--- src/rtl/nmn_pkg.sv ---
// ----------------------------------------------------------------------------
// nmn_pkg
// Shared types and constants for the nibble mode negotiator: beat payloads,
// configuration set and outcome codes.
// ----------------------------------------------------------------------------
package nmn_pkg;

   localparam int unsigned POLL_LIMIT_W  = 5;
   localparam int unsigned GRACE_W       = 11;
   localparam int unsigned CSR_DATA_W    = 11;
   localparam int unsigned CSR_INDEX_W   = 1;

   localparam logic [POLL_LIMIT_W-1:0] POLL_LIMIT_RESET  = 5'd20;
   localparam logic [GRACE_W-1:0]      GRACE_TICKS_RESET = 11'd1600;

   localparam logic [CSR_INDEX_W-1:0] CSR_POLL_LIMIT  = 1'd0;
   localparam logic [CSR_INDEX_W-1:0] CSR_GRACE_TICKS = 1'd1;

   localparam logic ACT_START = 1'b0;
   localparam logic ACT_TICK  = 1'b1;

   // wait result and outcome share one encoding
   localparam logic [1:0] OUTCOME_NO_DEVICE = 2'd0;
   localparam logic [1:0] OUTCOME_MET       = 2'd1;
   localparam logic [1:0] OUTCOME_TIMEOUT   = 2'd2;
   localparam logic [1:0] WAIT_CONTINUE     = 2'd0;

   localparam logic [7:0] STAT_MASK1   = 8'h78;
   localparam logic [7:0] STAT_MATCH1  = 8'h38;
   localparam int unsigned STAT_BUSY_BIT = 5;

   localparam int unsigned CTRL_STROBE   = 0;
   localparam int unsigned CTRL_AUTOFEED = 1;
   localparam int unsigned CTRL_SELECTIN = 3;

   typedef struct packed {
      logic       action;
      logic [7:0] mode;
      logic [7:0] ctrl_in;
      logic [7:0] status;
   } req_type;

   typedef struct packed {
      logic [7:0] data_out;
      logic [7:0] ctrl_out;
      logic       busy_res;
      logic       done_res;
      logic [1:0] outcome;
   } rsp_type;

   typedef struct packed {
      logic [POLL_LIMIT_W-1:0] poll_limit;
      logic [GRACE_W-1:0]      grace_ticks;
   } cfg_type;

endpackage

--- src/rtl/nmn_csr.sv ---
// ----------------------------------------------------------------------------
// nmn_csr
// Configuration registers: poll limit and grace tick count, write only.
// ----------------------------------------------------------------------------
module nmn_csr
   import nmn_pkg::*;
(
   input  logic                   clock,
   input  logic                   reset,
   input  logic                   csr_wr_en,
   input  logic [CSR_INDEX_W-1:0] csr_index,
   input  logic [CSR_DATA_W-1:0]  csr_wdata,
   output cfg_type                cfg
);

   cfg_type cfg_ff;
   cfg_type cfg_in;

   always_comb begin
      cfg_in = cfg_ff;
      if (csr_wr_en) begin
         case (csr_index)
            CSR_POLL_LIMIT:  cfg_in.poll_limit  = csr_wdata[POLL_LIMIT_W-1:0];
            CSR_GRACE_TICKS: cfg_in.grace_ticks = csr_wdata[GRACE_W-1:0];
            default: cfg_in = cfg_ff;
         endcase
      end
   end

   always_ff @(posedge clock) begin
      if (reset) begin
         cfg_ff.poll_limit  <= POLL_LIMIT_RESET;
         cfg_ff.grace_ticks <= GRACE_TICKS_RESET;
      end else begin
         cfg_ff <= cfg_in;
      end
   end

   assign cfg = cfg_ff;

endmodule

--- src/rtl/nmn_core.sv ---
// ----------------------------------------------------------------------------
// nmn_core
// Negotiation sequencer: phase, line shadows and poll/grace counters, with
// the next result computed from the accepted beat in one pass.
// ----------------------------------------------------------------------------
module nmn_core
   import nmn_pkg::*;
(
   input  logic    clock,
   input  logic    reset,
   input  logic    step_en,
   input  req_type req,
   input  cfg_type cfg,
   output rsp_type rsp_next
);

   typedef enum logic [2:0] {
      PH_IDLE, PH_WAIT1, PH_GRACE1, PH_STRHI, PH_STRLO, PH_WAIT2, PH_GRACE2
   } phase_type;

   phase_type               phase_ff,  phase_in;
   logic [7:0]              ctrl_ff,   ctrl_in;
   logic [7:0]              data_ff,   data_in;
   logic [POLL_LIMIT_W-1:0] poll_ff,   poll_in;
   logic [GRACE_W-1:0]      grace_ff,  grace_in;

   logic                    first_wait;
   logic                    cond_met;
   logic [POLL_LIMIT_W-1:0] poll_inc;
   logic [POLL_LIMIT_W-1:0] limit;
   logic [1:0]              wait_res;
   logic                    to_grace;
   logic                    done;
   logic [1:0]              res;

   always_comb begin
      first_wait = (phase_ff inside {PH_WAIT1, PH_GRACE1});
      cond_met   = first_wait ? ((req.status & STAT_MASK1) == STAT_MATCH1)
                              : !req.status[STAT_BUSY_BIT];
      poll_inc   = poll_ff + POLL_LIMIT_W'(1);
      limit      = (cfg.poll_limit == '0) ? POLL_LIMIT_W'(1) : cfg.poll_limit;
   end

   // shared poll / grace wait step
   always_comb begin
      wait_res = WAIT_CONTINUE;
      to_grace = 1'b0;
      poll_in  = poll_ff;
      grace_in = grace_ff;
      if (phase_ff inside {PH_WAIT1, PH_WAIT2}) begin
         poll_in = poll_inc;
         if (cond_met) begin
            wait_res = OUTCOME_MET;
         end else if ((poll_inc >= limit) || (poll_inc == '0)) begin
            to_grace = 1'b1;
            grace_in = '0;
         end
      end else if (grace_ff < cfg.grace_ticks) begin
         grace_in = grace_ff + GRACE_W'(1);
      end else begin
         wait_res = cond_met ? OUTCOME_MET : OUTCOME_TIMEOUT;
      end
   end

   logic [POLL_LIMIT_W-1:0] poll_sel;
   logic [GRACE_W-1:0]      grace_sel;

   always_comb begin
      phase_in  = phase_ff;
      ctrl_in   = ctrl_ff;
      data_in   = data_ff;
      poll_sel  = poll_ff;
      grace_sel = grace_ff;
      done      = 1'b0;
      res       = OUTCOME_NO_DEVICE;
      if (req.action == ACT_START) begin
         if (phase_ff == PH_IDLE) begin
            data_in  = req.mode;
            ctrl_in  = req.ctrl_in;
            ctrl_in[CTRL_SELECTIN] = 1'b0;
            ctrl_in[CTRL_AUTOFEED] = 1'b1;
            poll_sel  = '0;
            grace_sel = '0;
            phase_in  = PH_WAIT1;
         end
      end else begin
         case (phase_ff)
            PH_IDLE: begin
               phase_in = PH_IDLE;
            end
            PH_WAIT1, PH_GRACE1: begin
               poll_sel  = poll_in;
               grace_sel = grace_in;
               if (to_grace) begin
                  phase_in = PH_GRACE1;
               end
               if (wait_res == OUTCOME_MET) begin
                  ctrl_in[CTRL_STROBE] = 1'b1;
                  phase_in = PH_STRHI;
               end else if (wait_res == OUTCOME_TIMEOUT) begin
                  ctrl_in[CTRL_AUTOFEED] = 1'b0;
                  ctrl_in[CTRL_SELECTIN] = 1'b1;
                  phase_in = PH_IDLE;
                  done     = 1'b1;
                  res      = OUTCOME_NO_DEVICE;
               end
            end
            PH_STRHI: begin
               ctrl_in[CTRL_STROBE] = 1'b0;
               phase_in = PH_STRLO;
            end
            PH_STRLO: begin
               ctrl_in[CTRL_AUTOFEED] = 1'b0;
               poll_sel  = '0;
               grace_sel = '0;
               phase_in  = PH_WAIT2;
            end
            PH_WAIT2, PH_GRACE2: begin
               poll_sel  = poll_in;
               grace_sel = grace_in;
               if (to_grace) begin
                  phase_in = PH_GRACE2;
               end
               if (wait_res != WAIT_CONTINUE) begin
                  phase_in = PH_IDLE;
                  done     = 1'b1;
                  res      = wait_res;
               end
            end
            default: begin
               phase_in = PH_IDLE;
            end
         endcase
      end
   end

   always_ff @(posedge clock) begin
      if (reset) begin
         phase_ff <= PH_IDLE;
         ctrl_ff  <= '0;
         data_ff  <= '0;
         poll_ff  <= '0;
         grace_ff <= '0;
      end else if (step_en) begin
         phase_ff <= phase_in;
         ctrl_ff  <= ctrl_in;
         data_ff  <= data_in;
         poll_ff  <= poll_sel;
         grace_ff <= grace_sel;
      end
   end

   always_comb begin
      rsp_next.data_out = data_in;
      rsp_next.ctrl_out = ctrl_in;
      rsp_next.busy_res = (phase_in != PH_IDLE);
      rsp_next.done_res = done;
      rsp_next.outcome  = done ? res : OUTCOME_NO_DEVICE;
   end

endmodule

--- src/rtl/nibble_mode_negotiator.sv ---
// ----------------------------------------------------------------------------
// nibble_mode_negotiator
// Host side nibble mode negotiation sequencer with a registered result beat.
// ----------------------------------------------------------------------------
// the response beat of an accepted request beat is registered and presented in the next cycle
// throughput: one beat per cycle while not stalled, one response per request
// a held response stalls requests only while the response side stalls
// reset: synchronous, clears the sequencer to idle and the lines to zero,
// and loads the default poll limit and grace tick count
module nibble_mode_negotiator
   import nmn_pkg::*;
(
   input  logic                   clock,
   input  logic                   reset,
   input  logic                   req_valid,
   output logic                   req_stall,
   input  req_type                req_data,
   output logic                   rsp_valid,
   input  logic                   rsp_stall,
   output rsp_type                rsp_data,
   input  logic                   csr_wr_en,
   input  logic [CSR_INDEX_W-1:0] csr_index,
   input  logic [CSR_DATA_W-1:0]  csr_wdata
);

   cfg_type cfg;
   rsp_type rsp_next;
   rsp_type rsp_data_ff;
   logic    rsp_valid_ff;
   logic    rsp_valid_in;
   logic    step_en;

   assign req_stall = rsp_valid_ff && rsp_stall;
   assign step_en   = req_valid && !req_stall;

   nmn_csr u_csr (
      .clock     (clock),
      .reset     (reset),
      .csr_wr_en (csr_wr_en),
      .csr_index (csr_index),
      .csr_wdata (csr_wdata),
      .cfg       (cfg)
   );

   nmn_core u_core (
      .clock    (clock),
      .reset    (reset),
      .step_en  (step_en),
      .req      (req_data),
      .cfg      (cfg),
      .rsp_next (rsp_next)
   );

   always_comb begin
      rsp_valid_in = rsp_valid_ff && rsp_stall;
      if (step_en) begin
         rsp_valid_in = 1'b1;
      end
   end

   always_ff @(posedge clock) begin
      if (reset) begin
         rsp_valid_ff <= 1'b0;
      end else begin
         rsp_valid_ff <= rsp_valid_in;
      end
   end

   // response beat payload
   always_ff @(posedge clock) begin
      if (step_en) begin
         rsp_data_ff <= rsp_next;
      end
   end

   assign rsp_valid = rsp_valid_ff;
   assign rsp_data  = rsp_data_ff;

endmodule
--- config.mk ---
export PLATFORM = sky130hd
export DESIGN_NAME = nibble_mode_negotiator
export DESIGN_NICKNAME = d
export VERILOG_FILES = /design/src/rtl/nmn_pkg.sv /design/src/rtl/nmn_csr.sv /design/src/rtl/nmn_core.sv /design/src/rtl/nibble_mode_negotiator.sv
export SDC_FILE = /design/constraint.sdc
export NUM_CORES = 1
export LEC_CHECK = 0
export BUFFER_PORTS_ARGS = -buffer_cell sky130_fd_sc_hd__clkbuf_2
export CORE_ASPECT_RATIO = 0.75
export CORE_UTILIZATION = 35
export DETAILED_ROUTE_END_ITERATION = 8
export GPL_ROUTABILITY_DRIVEN = 1
export PLACE_DENSITY_LB_ADDON = 0.25
export SLEW_MARGIN = 20
export SYNTH_ARGS = -nofsm -noshare
export SYNTH_HDL_FRONTEND = slang
export SYNTH_SLANG_ARGS = --single-unit
--- constraint.sdc ---
create_clock -name clock -period 2.4 [get_ports clock]
set_input_delay 0.24 -clock clock [delete_from_list [all_inputs] [get_ports clock]]
set_output_delay 0.24 -clock clock [all_outputs]
set_load 0.02 [all_outputs]
==> results of run 1 <==
## layer usage
metal  routed length [µm]  vias to the layer above  part of all wire
met3                  381                        9             0.045
met4                  109                        0             0.013
met2                 3839                       60              0.45
li1                     -                     1646                 -
met1                 4170                     1515              0.49
met5                    0                        -                 0
## power groups by stage
stage,registers [µW],clock network [µW],logic [µW]
CTS,1370,1330,441
detailed placement,1400,0,430
finish,1370,1290,457
global placement,1400,0,423
global route,1380,1380,506
floorplan,1420,0,274
## worst paths after layout
path / end / depth (start not counted) / slack [ns] / from
setup / recovery: rsp_data[3] / 10 / 0.0005 / u_core.poll_ff[0]
hold / removal: u_csr.cfg[6] / 3 / 0.13 / csr_wdata[6]
setup reg to reg: rsp_data[3] / 10 / 0.0005 / u_core.poll_ff[0]
hold reg to reg: u_csr.cfg[8] / 2 / 0.45 / u_csr.cfg[8]
## state kept, by name (all words and copies together), names as in the netlist
register / cells
rsp_data: 20
rsp_valid: 1
u_core.ctrl_ff: 8
u_core.data_ff: 8
u_core.grace_ff: 11
u_core.phase_ff: 3
u_core.poll_ff: 5
u_csr.cfg: 16
## per-stage QoR
step | instances | TNS [ns] | setup WS [ns] | power (µW)
floorplan | 428 | 0 | 0.02359 | 1698
global placement | 616 | -0.1515 | -0.09277 | 1820
detailed placement | 616 | -1.102 | -0.1397 | 1829
CTS | 632 | 0 | 0.02600 | 3140
global route | 633 | -0.5546 | -0.09128 | 3272
finish | 633 | 0 | 0.0005305 | 3115
## worst reg2reg max path, stage by stage, from the launching register on
cell      delay [ns]
dfxtp_4         0.37
ha_4            0.17
xor2_1          0.15
ha_1            0.29
o21ai_1         0.06
a21o_1          0.20
a21oi_4         0.26
o41ai_4         0.12
a41oi_2         0.23
and3_4          0.22
o311ai_2        0.08
## logic make-up after synthesis
kind of cell / Yosys count / share of synthesized area
and+or+nand+nor: 186 / 0.2419
DFF: 72 / 0.4421
AOI/OAI and AO/OA: 93 / 0.1580
muxes: 13 / 0.03942
buffers and inverters: 43 / 0.05087
adders and majority gates: 18 / 0.06065
xor gates and xnor gates: 3 / 0.007077
## placed cells by master (no fill, tap or decap), types with 2 or more instances in the layout
master	count
nand3_4	2
nor2_1	64
clkbuf_16	9
nor2b_1	7
ha_1	15
a211o_1	2
a21o_1	3
or3b_1	6
edfxtp_1	20
inv_1	19
a21oi_1	33
clkinv_1	3
mux2_2	7
clkbuf_2	56
inv_2	2
nor4_1	2
mux2_1	6
a31oi_1	9
or3_1	3
nand2_1	49
dfxtp_4	2
nand3_1	9
o21ai_0	7
nand3_2	2
buf_4	15
ha_4	3
and3_1	6
dfxtp_1	49
nor3_1	15
a21oi_2	2
a31o_2	2
nand4_1	5
o21ai_1	10
a211oi_1	2
o211ai_1	2
o41ai_2	2
o22ai_1	3
nand3b_1	3
## repair_timing
action,CTS,global route
endpoints found under the setup margin,14,7
resized for setup,21,14
pin swaps,7,11
cloned,0,1
## cell type report
| cell class | count | area share |
|---|---|---|
| well taps | 136 | 0.03648 |
| multi-input cells | 314 | 0.4426 |
| flip-flops and latches | 72 | 0.3538 |
| repair buffers | 73 | 0.08771 |
| inverters | 22 | 0.01770 |
| clock inverters | 6 | 0.01261 |
| clock buffers | 10 | 0.04909 |
==> impl_metrics.tcl, run 1 <==
set metrics [dict create \
    grt_remaining_overflow 0 \
    holdBufCountCts 0 \
    synth_edf_count 20 \
    initial_core_util 0.3609 \
    yosys_warnings 0 \
    grt_pass1_wl_mm 14.08 \
    worstPathRequired_ns 2.46 \
    rsz0062_at_grt "yes" \
    cts_buffers 9 \
    maxSlewHeadroom 0.3192 \
    whs_ns 0.1282 \
    cts_sinks 72 \
    status "finished, violations left" \
    synthTopCellsByCount "65 x nor2_1, 52 x dfxtp_1, 49 x nand2_1" \
    fin_area_mm2 0.004664 \
    power_switching_uw 804.9 \
    path_cells "ha_4 > xor2_1 > ha_1 > o21ai_1 > a21o_1 > a21oi_4 > o41ai_4 > a41oi_2 > and3_4 > o311ai_2" \
    dpl_cell_area_mm2 0.004183 \
    p_int_uw 2310 \
    skew_ns 0.004899 \
    vias 3230 \
    vias_per_cell 5.103 \
    cap_violations 0 \
    grtUsageMet2 0.2476 \
    yosysTopAreaCell "dfxtp_1" \
    drt_wl_total_mm 8.501 \
    end_kind "flop" \
    leakage_uw 0.001915 \
    ioPinCount 64 \
    p_clk_frac 0.413 \
    fin_util 0.4533 \
    power_per_cell_area_mw_per_mm2 667.8 \
    clkLatencyLatePin_ns 0.33 \
    setup_violations 0 \
    mappedNetlistNets 488 \
    critPathMaxFanout 3 \
    clkTransAtPathRegs_ns 0.06 \
    die_w_um 120.9 \
    syn2layout_area_growth_pct 25.61 \
    remaining_drc_errors 2 \
    hold_viol_final 0 \
    drtAntennaViolNets 0 \
    ys.flop_type "dfxtp_1" \
    swShare 0.2584 \
    tightestPinTransition_ns 1.021 \
    h-tree-depth 3 \
    synthesis.instances 428 \
    ir_drop_v 0.0003286 \
    p_seq_frac 0.441 \
    synthArstFlopShare 0 \
    busiest_layer "met2" \
    cts_root_buf "clkbuf_16" \
    hpwl_mm 5.778 \
    final_max_slew_viol_count 0 \
    antenna_cells_inserted 0 \
    use_met3 0.03706 \
    hold_path.class "input port to flop" \
    gp_congestion 0.7977 \
    cp.arrival_ns 2.46 \
    synth_area_leaders "dfxtp_1 28%, edfxtp_1 16%, nor2_1 6.6%, ha_1 6.1%, nand2_1 5.0%" \
    yosysMostFrequentCell "nor2_1" \
    cts_tree "done" \
    dieHeight_um 91.21 \
    max_freq_mhz 416.8 \
    ys_seq_area_frac 0.4420 \
    crit_type "flop to flop" \
    finalCriticalPeriod_ns 2.399 \
    fin_crit_sh 0.9998 \
    synth_top_area_frac 0.2803 \
    wire_per_inst_um 13.43 \
    cp_top_family "compound AO/OA/AOI/OAI gates" \
    portBuffers 57 \
    drive_gt1_frac 0.2555 \
    grt_pass1_vias 2934 \
    syn_area_per_cell_um2 8.677 \
    multi_input_area_mm2 0.002064 \
    grt_max_degree 53 \
    drtPass1Iterations 9 \
    antenna_found_initial 0 \
    core_mm2 0.01029 \
    nFillCells 998 \
    violations "DRC" \
    pwr-share-comb 0.147 \
    track_usage 0.1602 \
    cts_setup_buffers 0 \
    synth_area_mm2 0.003714 \
    path_buf_inv 0 \
    seqCellArea_mm2 0.001650 \
    ys_types 63 \
    dieArea_mm2 0.01103 \
    cts_buffer_depth 2 \
    cpMaxStageDelayCell "dfxtp_4" \
    fin_nets 552 \
    start_kind "flop" \
    drtIter0Drc 113 \
    ys_ff_latch 72 \
    rows 32 \
    max_stage_delay_ns 0.37 \
    met1_usage 0.2153 \
]
Power figures use the tool's default switching activity.
==> inputs of run 2 (changes only) <==
Settings changed: ABC_AREA from default to 1.
==> run 2 against run 1 <==
  * The flow now finishes without violations
  * First-iteration DRC count grew 38%
  * Fmax rose by 5.4%
  * Global-route usage fell by 0.53 points
  * Via count decreased by 2.9%
  * Area after synthesis is 0.64% higher
  * Non-clock buffer count down 6
  * Count of clock-buffer cells in the layout is 1 lower
  * Cell area shrank 1.0%
  * Die area grew 0.63%
  * Worst hold slack worse by 0.0065 ns
==> impl_metrics.tcl, run 2 <==
set metrics [dict create \
    dieArea_mm2 0.01110 \
    r2r_start "u_core.poll_ff[1]" \
    ys_types 34 \
    ff2ff_path_depth 19 \
    cap_violations 0 \
    cts_buffers 9 \
    cts_buffer_depth 2 \
    cpMaxStageDelayCell "dfxtp_2" \
    cp_common_cell "nand2_1" \
    drive_gt1_frac 0.2391 \
    drtIter0Drc 156 \
    tightestPinTransition_ns 0.6075 \
    syn_area_per_cell_um2 7.819 \
    hpwl_mm 5.846 \
    wire_per_inst_um 11.73 \
    worstPathRequired_ns 2.49 \
    grt_pass1_wl_mm 13.63 \
    end_kind "flop" \
    stdcell_count 684 \
    skew_ns 0.009242 \
    grt_pass1_vias 2986 \
    mappedNetlistNets 538 \
    cp.arrival_ns 2.36 \
    ys_ff_latch 72 \
    power_per_cell_area_mw_per_mm2 744.9 \
    holdPathStages 3 \
    antenna_found_initial 0 \
    yosys_warnings 0 \
    yosysTopAreaCell "dfxtp_1" \
    ys.flop_type "dfxtp_1" \
    synth_area_mm2 0.003737 \
    core_mm2 0.01033 \
    leakage_uw 0.002181 \
    vias 3137 \
    hold_end "u_csr.cfg[6]" \
    dieHeight_um 91.49 \
    critPathMaxFanout 4 \
    hold_path.class "input port to flop" \
    hold_start "csr_wdata[6]" \
    grt_max_degree 36 \
    rr_endpoint "rsp_data[3]" \
    drtPass1Iterations 4 \
    syn2layout_area_growth_pct 23.50 \
    crit_type "flop to flop" \
    ioPinCount 64 \
    final_common_cell "nand2_1" \
    start_kind "flop" \
    remaining_drc_errors 0 \
    fin_nets 603 \
    largest_reg_flops 20 \
    synthArstFlopShare 0 \
    synth_edf_count 20 \
    fin_tns_setup_ns 0 \
    vias_per_cell 4.586 \
    ir_drop_v 0.0003683 \
    fin_crit_sh 0.9487 \
    clkLatencyLatePin_ns 0.33 \
    nFillCells 1049 \
    portBuffers 57 \
    ys_seq_area_frac 0.4392 \
    setup_violations 0 \
    gp_congestion 0.8736 \
    seqCellArea_mm2 0.001644 \
    status "finished, final reports clean" \
    rsz0062_at_grt "yes" \
    drt_wl_total_mm 8.026 \
    clkTransAtPathRegs_ns 0.06 \
    synthesis.instances 478 \
    holdBufCountCts 0 \
    grt_remaining_overflow 0 \
    synth_top_area_frac 0.2785 \
    yosysMostFrequentCell "nand2_1" \
    cts_tree "done" \
    die_w_um 121.3 \
    synthTopCellsByCount "85 x nand2_1, 78 x inv_1, 52 x dfxtp_1" \
    whs_ns 0.1217 \
    ff2ff_setup_slack_ns 0.12 \
    dp.cells 667 \
    cts_root_buf "clkbuf_16" \
    max_freq_mhz 439.2 \
    track_usage 0.1549 \
    initial_core_util 0.3618 \
    path_cells "ha_4 > nand3_1 > nand2_1 > nand2_1 > inv_2 > ha_4 > nand2_1 > inv_2 > nand2_1 > nor2_1 > nor2_1 > nand2_1 > nand2_2 > nand2_2 > nand2_1 > nand2_1 > nand3_2 > a21boi_1 > nand2_1" \
    final_max_slew_viol_count 0 \
    multi_input_area_mm2 0.001752 \
    antenna_cells_inserted 0 \
    hold_viol_final 0 \
    finalCriticalPeriod_ns 2.277 \
    maxSlewHeadroom 0.5945 \
    max_stage_delay_ns 0.34 \
    cts_sinks 72 \
    h-tree-depth 3 \
    synth_area_leaders "dfxtp_1 28%, edfxtp_1 16%, nand2_1 8.5%, inv_1 7.8%, o21ai_0 6.6%" \
    drtAntennaViolNets 0 \
    rows 32 \
    layout_common_cells "82 x nand2_1, 75 x inv_1, 57 x clkbuf_2, 50 x dfxtp_1, 49 x o21ai_0" \
]
-- run 2: metrics by stage --
stage,total power [µW],cell area (µm²),utilization,setup slack [ns]
6_report,3438,4616,0.4468,0.1231
5_1_grt,3596,4616,0.4468,-0.02035
4_1_cts,3453,4546,0.4400,0.01454
3_5_place_dp,1919,4200,0.4066,0.001600
3_3_place_gp,1904,4200,0.4066,0.08746
2_1_floorplan,1765,3737,-,0.1997
-- run 2: power by group --
group          internal, µW  total (µW)  switching [µW]
logic                   181         525             344
clock network          1020        1530             514
registers              1350        1380            36.4
total                  2540        3440             894
-- run 2: worst max-delay path, delay by kind of cell, from the launching register on --
| kind | cells | cell delay, ns |
|---|---|---|
| AND/OR/NAND/NOR | 14 | 0.98 |
| adder cells (fa/ha/maj) | 2 | 0.43 |
| AO/OA/AOI/OAI | 1 | 0.14 |
| flip-flops | 1 | 0.34 |
| buffers and inverters | 2 | 0.11 |
-- run 2: worst max-delay path by stage --
stage	start	to	slack, ns
after CTS	u_core.poll_ff[0]	rsp_data[3]	0.01
after detailed placement	u_core.poll_ff[0]	rsp_data[3]	0.002
after floorplan	u_core.poll_ff[0]	rsp_data[3]	0.20
final	u_core.poll_ff[1]	rsp_data[3]	0.12
after global placement	u_core.poll_ff[0]	rsp_data[3]	0.09
after global routing	u_core.poll_ff[0]	rsp_data[3]	-0.02
-- run 2: final cells by class --
type	count	share of cell area
clock inverters	7	0.02602
repair buffers	67	0.07970
clock buffers	9	0.04879
inverters	89	0.07292
flip-flops and latches	72	0.3562
well taps	136	0.03687
multi-input cells	304	0.3795
-- run 2: kinds of logic (layout without fill, tap and decap cells) --
group,Yosys count,after routing,synth area share
AO/OA/AOI/OAI,109,109,0.1600
XOR/XNOR,7,7,0.01640
adder cells (fa/ha/maj),18,18,0.06026
buffers and inverters,102,172,0.1055
flip-flops,72,72,0.4392
AND/OR/NAND/NOR,170,170,0.2186
-- run 2: timing repair --
action | 4_1_cts | 5_1_grt
buffers inserted | 0 | 1
gates cloned | 0 | 0
gates resized for setup | 1 | 17
setup endpoints to repair | 1 | 14
pin swaps | 0 | 8
-- run 2: metal layers --
metal  up-vias  track usage  part of all wire
met5         -            0                 0
met4         0      0.04527             0.011
met3        10      0.03894             0.031
met2        40       0.2367              0.44
met1      1404       0.2134              0.52
li1       1683            -                 -
==> inputs of run 3 (changes only) <==
Settings changed: CORE_UTILIZATION 35 to 31, RECOVER_POWER from default to 25.
==> run 3 against run 2 <==
  * Power down 5.4%
  * Combinational power about the same
  * Clock skew down 0.0036 ns
  * Die area grew 13%
  * Utilization is 5.1 points lower
  * Critical path depth is the same
  * Non-clock buffer count up 1
  * Critical endpoint unchanged
  * Largest cell class unchanged
==> impl_metrics.tcl, run 3 (synthesis results as in run 2) <==
set metrics [dict create \
    cts_root_buf "clkbuf_16" \
    initial_core_util 0.3206 \
    vias_per_cell 4.419 \
    fin_nets 604 \
    dp.cells 694 \
    cap_violations 0 \
    dieArea_mm2 0.01250 \
    ir_drop_v 0.0003239 \
    cts_tree "done" \
    crit_type "flop to flop" \
    drtPass1Iterations 4 \
    antenna_cells_inserted 0 \
    grt_pass1_vias 2928 \
    antenna_found_initial 0 \
    portBuffers 57 \
    drive_gt1_frac 0.2204 \
    gp_congestion 0.8049 \
    ioPinCount 64 \
    fin_tns_setup_ns 0 \
    cp.arrival_ns 2.31 \
    worstPathRequired_ns 2.49 \
    cp_common_cell "nand2_1" \
    finalCriticalPeriod_ns 2.221 \
    fin_util 0.3957 \
    holdBufCountCts 0 \
    grt_remaining_overflow 0 \
    largest_reg_flops 20 \
    vias 3142 \
    layout_common_cells "82 x nand2_1, 75 x inv_1, 50 x dfxtp_1, 49 x o21ai_0, 44 x clkbuf_2" \
    syn2layout_area_growth_pct 23.40 \
    cpMaxStageDelayCell "dfxtp_2" \
    critPathMaxFanout 4 \
    final_common_cell "nand2_1" \
    dpl_cell_area_mm2 0.004240 \
    die_w_um 128.8 \
    hold_viol_final 0 \
    path_buf_inv 2 \
    setup_violations 0 \
    clkLatencyLatePin_ns 0.33 \
    cts_buffers 9 \
    cts_sinks 72 \
    wire_per_inst_um 11.34 \
    drtIter0Drc 144 \
    h-tree-depth 3 \
    leakage_uw 0.002116 \
    drt_wl_total_mm 8.064 \
    clkTransAtPathRegs_ns 0.06 \
    cp_top_family "simple AND/OR/NAND/NOR gates" \
    end_kind "flop" \
    power_per_cell_area_mw_per_mm2 705.4 \
    rsz0062_at_grt "yes" \
    skew_ns 0.005635 \
    drtAntennaViolNets 0 \
    core_mm2 0.01166 \
    hold_path.class "input port to flop" \
    max_stage_delay_ns 0.33 \
    maxSlewHeadroom 0.5840 \
    remaining_drc_errors 0 \
    tightestPinTransition_ns 0.6233 \
    start_kind "flop" \
    final_max_slew_viol_count 0 \
    status "finished, final reports clean" \
    hpwl_mm 5.903 \
    fin_area_mm2 0.004612 \
    grt_pass1_wl_mm 13.65 \
    cts_buffer_depth 2 \
    grt_max_degree 36 \
    track_usage 0.1380 \
    max_freq_mhz 450.2 \
    dieHeight_um 97.09 \
    stdcell_count 711 \
    rows 34 \
    path_cells "ha_4 > nand3_1 > nand2_1 > nand2_2 > inv_2 > ha_4 > nand2_1 > inv_1 > nand2_1 > nor2_1 > nor2_1 > nand2_1 > nand2_2 > nand2_2 > nand2_1 > nand2_1 > nand3_2 > a21boi_1 > nand2_1" \
    fin_crit_sh 0.9254 \
]
-- run 3: what timing repair did --
item                                    4_1_cts  5_1_grt
endpoints found under the hold margin         0        0
endpoints found under the setup margin        0       14
resized for setup                             0       18
buffers inserted                              0        1
-- run 3: worst reg2reg max path: cells and delay by family (launching register included) --
family	cells	cell delay (ns)
fa+ha+maj	2	0.43
flops	1	0.33
compound gates	1	0.14
simple gates	14	0.98
buf+inv	2	0.11
-- run 3: path summary, 6_finish.rpt --
kind,start,end,slack [ns],cells after the start
worst max-delay path,u_core.poll_ff[1],rsp_data[3],0.18,19
worst min-delay path,csr_wdata[6],u_csr.cfg[6],0.13,3
worst max register to register,u_core.poll_ff[1],rsp_data[3],0.18,19
worst min register to register,u_csr.cfg[3],u_csr.cfg[3],0.47,2
-- run 3: final cells by class --
| class | count | area (µm²) |
|---|---|---|
| well taps | 162 | 202.7 |
| flip-flops and latches | 72 | 1644 |
| clock inverters | 7 | 78.83 |
| fillers | 1248 | 7044 |
| repair buffers | 68 | 355.3 |
| inverters | 89 | 334.1 |
| multi-input cells | 304 | 1772 |
| clock buffers | 9 | 225.2 |
-- run 3: through the flow --
| stage | worst slack (ns) | hold WS (ns) | total power, µW |
|---|---|---|---|
| after floorplan | 0.1997 | 0.3704 | 1765 |
| after global placement | 0.07845 | 0.4543 | 1910 |
| after detailed placement | 0.05155 | 0.4608 | 1920 |
| after CTS | 0.04287 | 0.1232 | 3283 |
| after global routing | -0.01669 | 0.1501 | 3432 |
| final | 0.1790 | 0.1308 | 3253 |
-- run 3: power breakdown --
part           switching [µW]  leakage (µW)  internal (µW)
registers                35.6      0.000629           1350
clock network             536      0.000139            813
logic                     344       0.00135            178
total                     915       0.00212           2340
-- run 3: layer usage --
| layer | vias to the layer above | track usage | part of all wire |
|---|---|---|---|
| li1 | 1691 | - | - |
| met1 | 1398 | 0.1899 | 0.51 |
| met2 | 45 | 0.2108 | 0.44 |
| met3 | 8 | 0.03469 | 0.034 |
| met4 | 0 | 0.04344 | 0.013 |
| met5 | - | 0 | 0 |
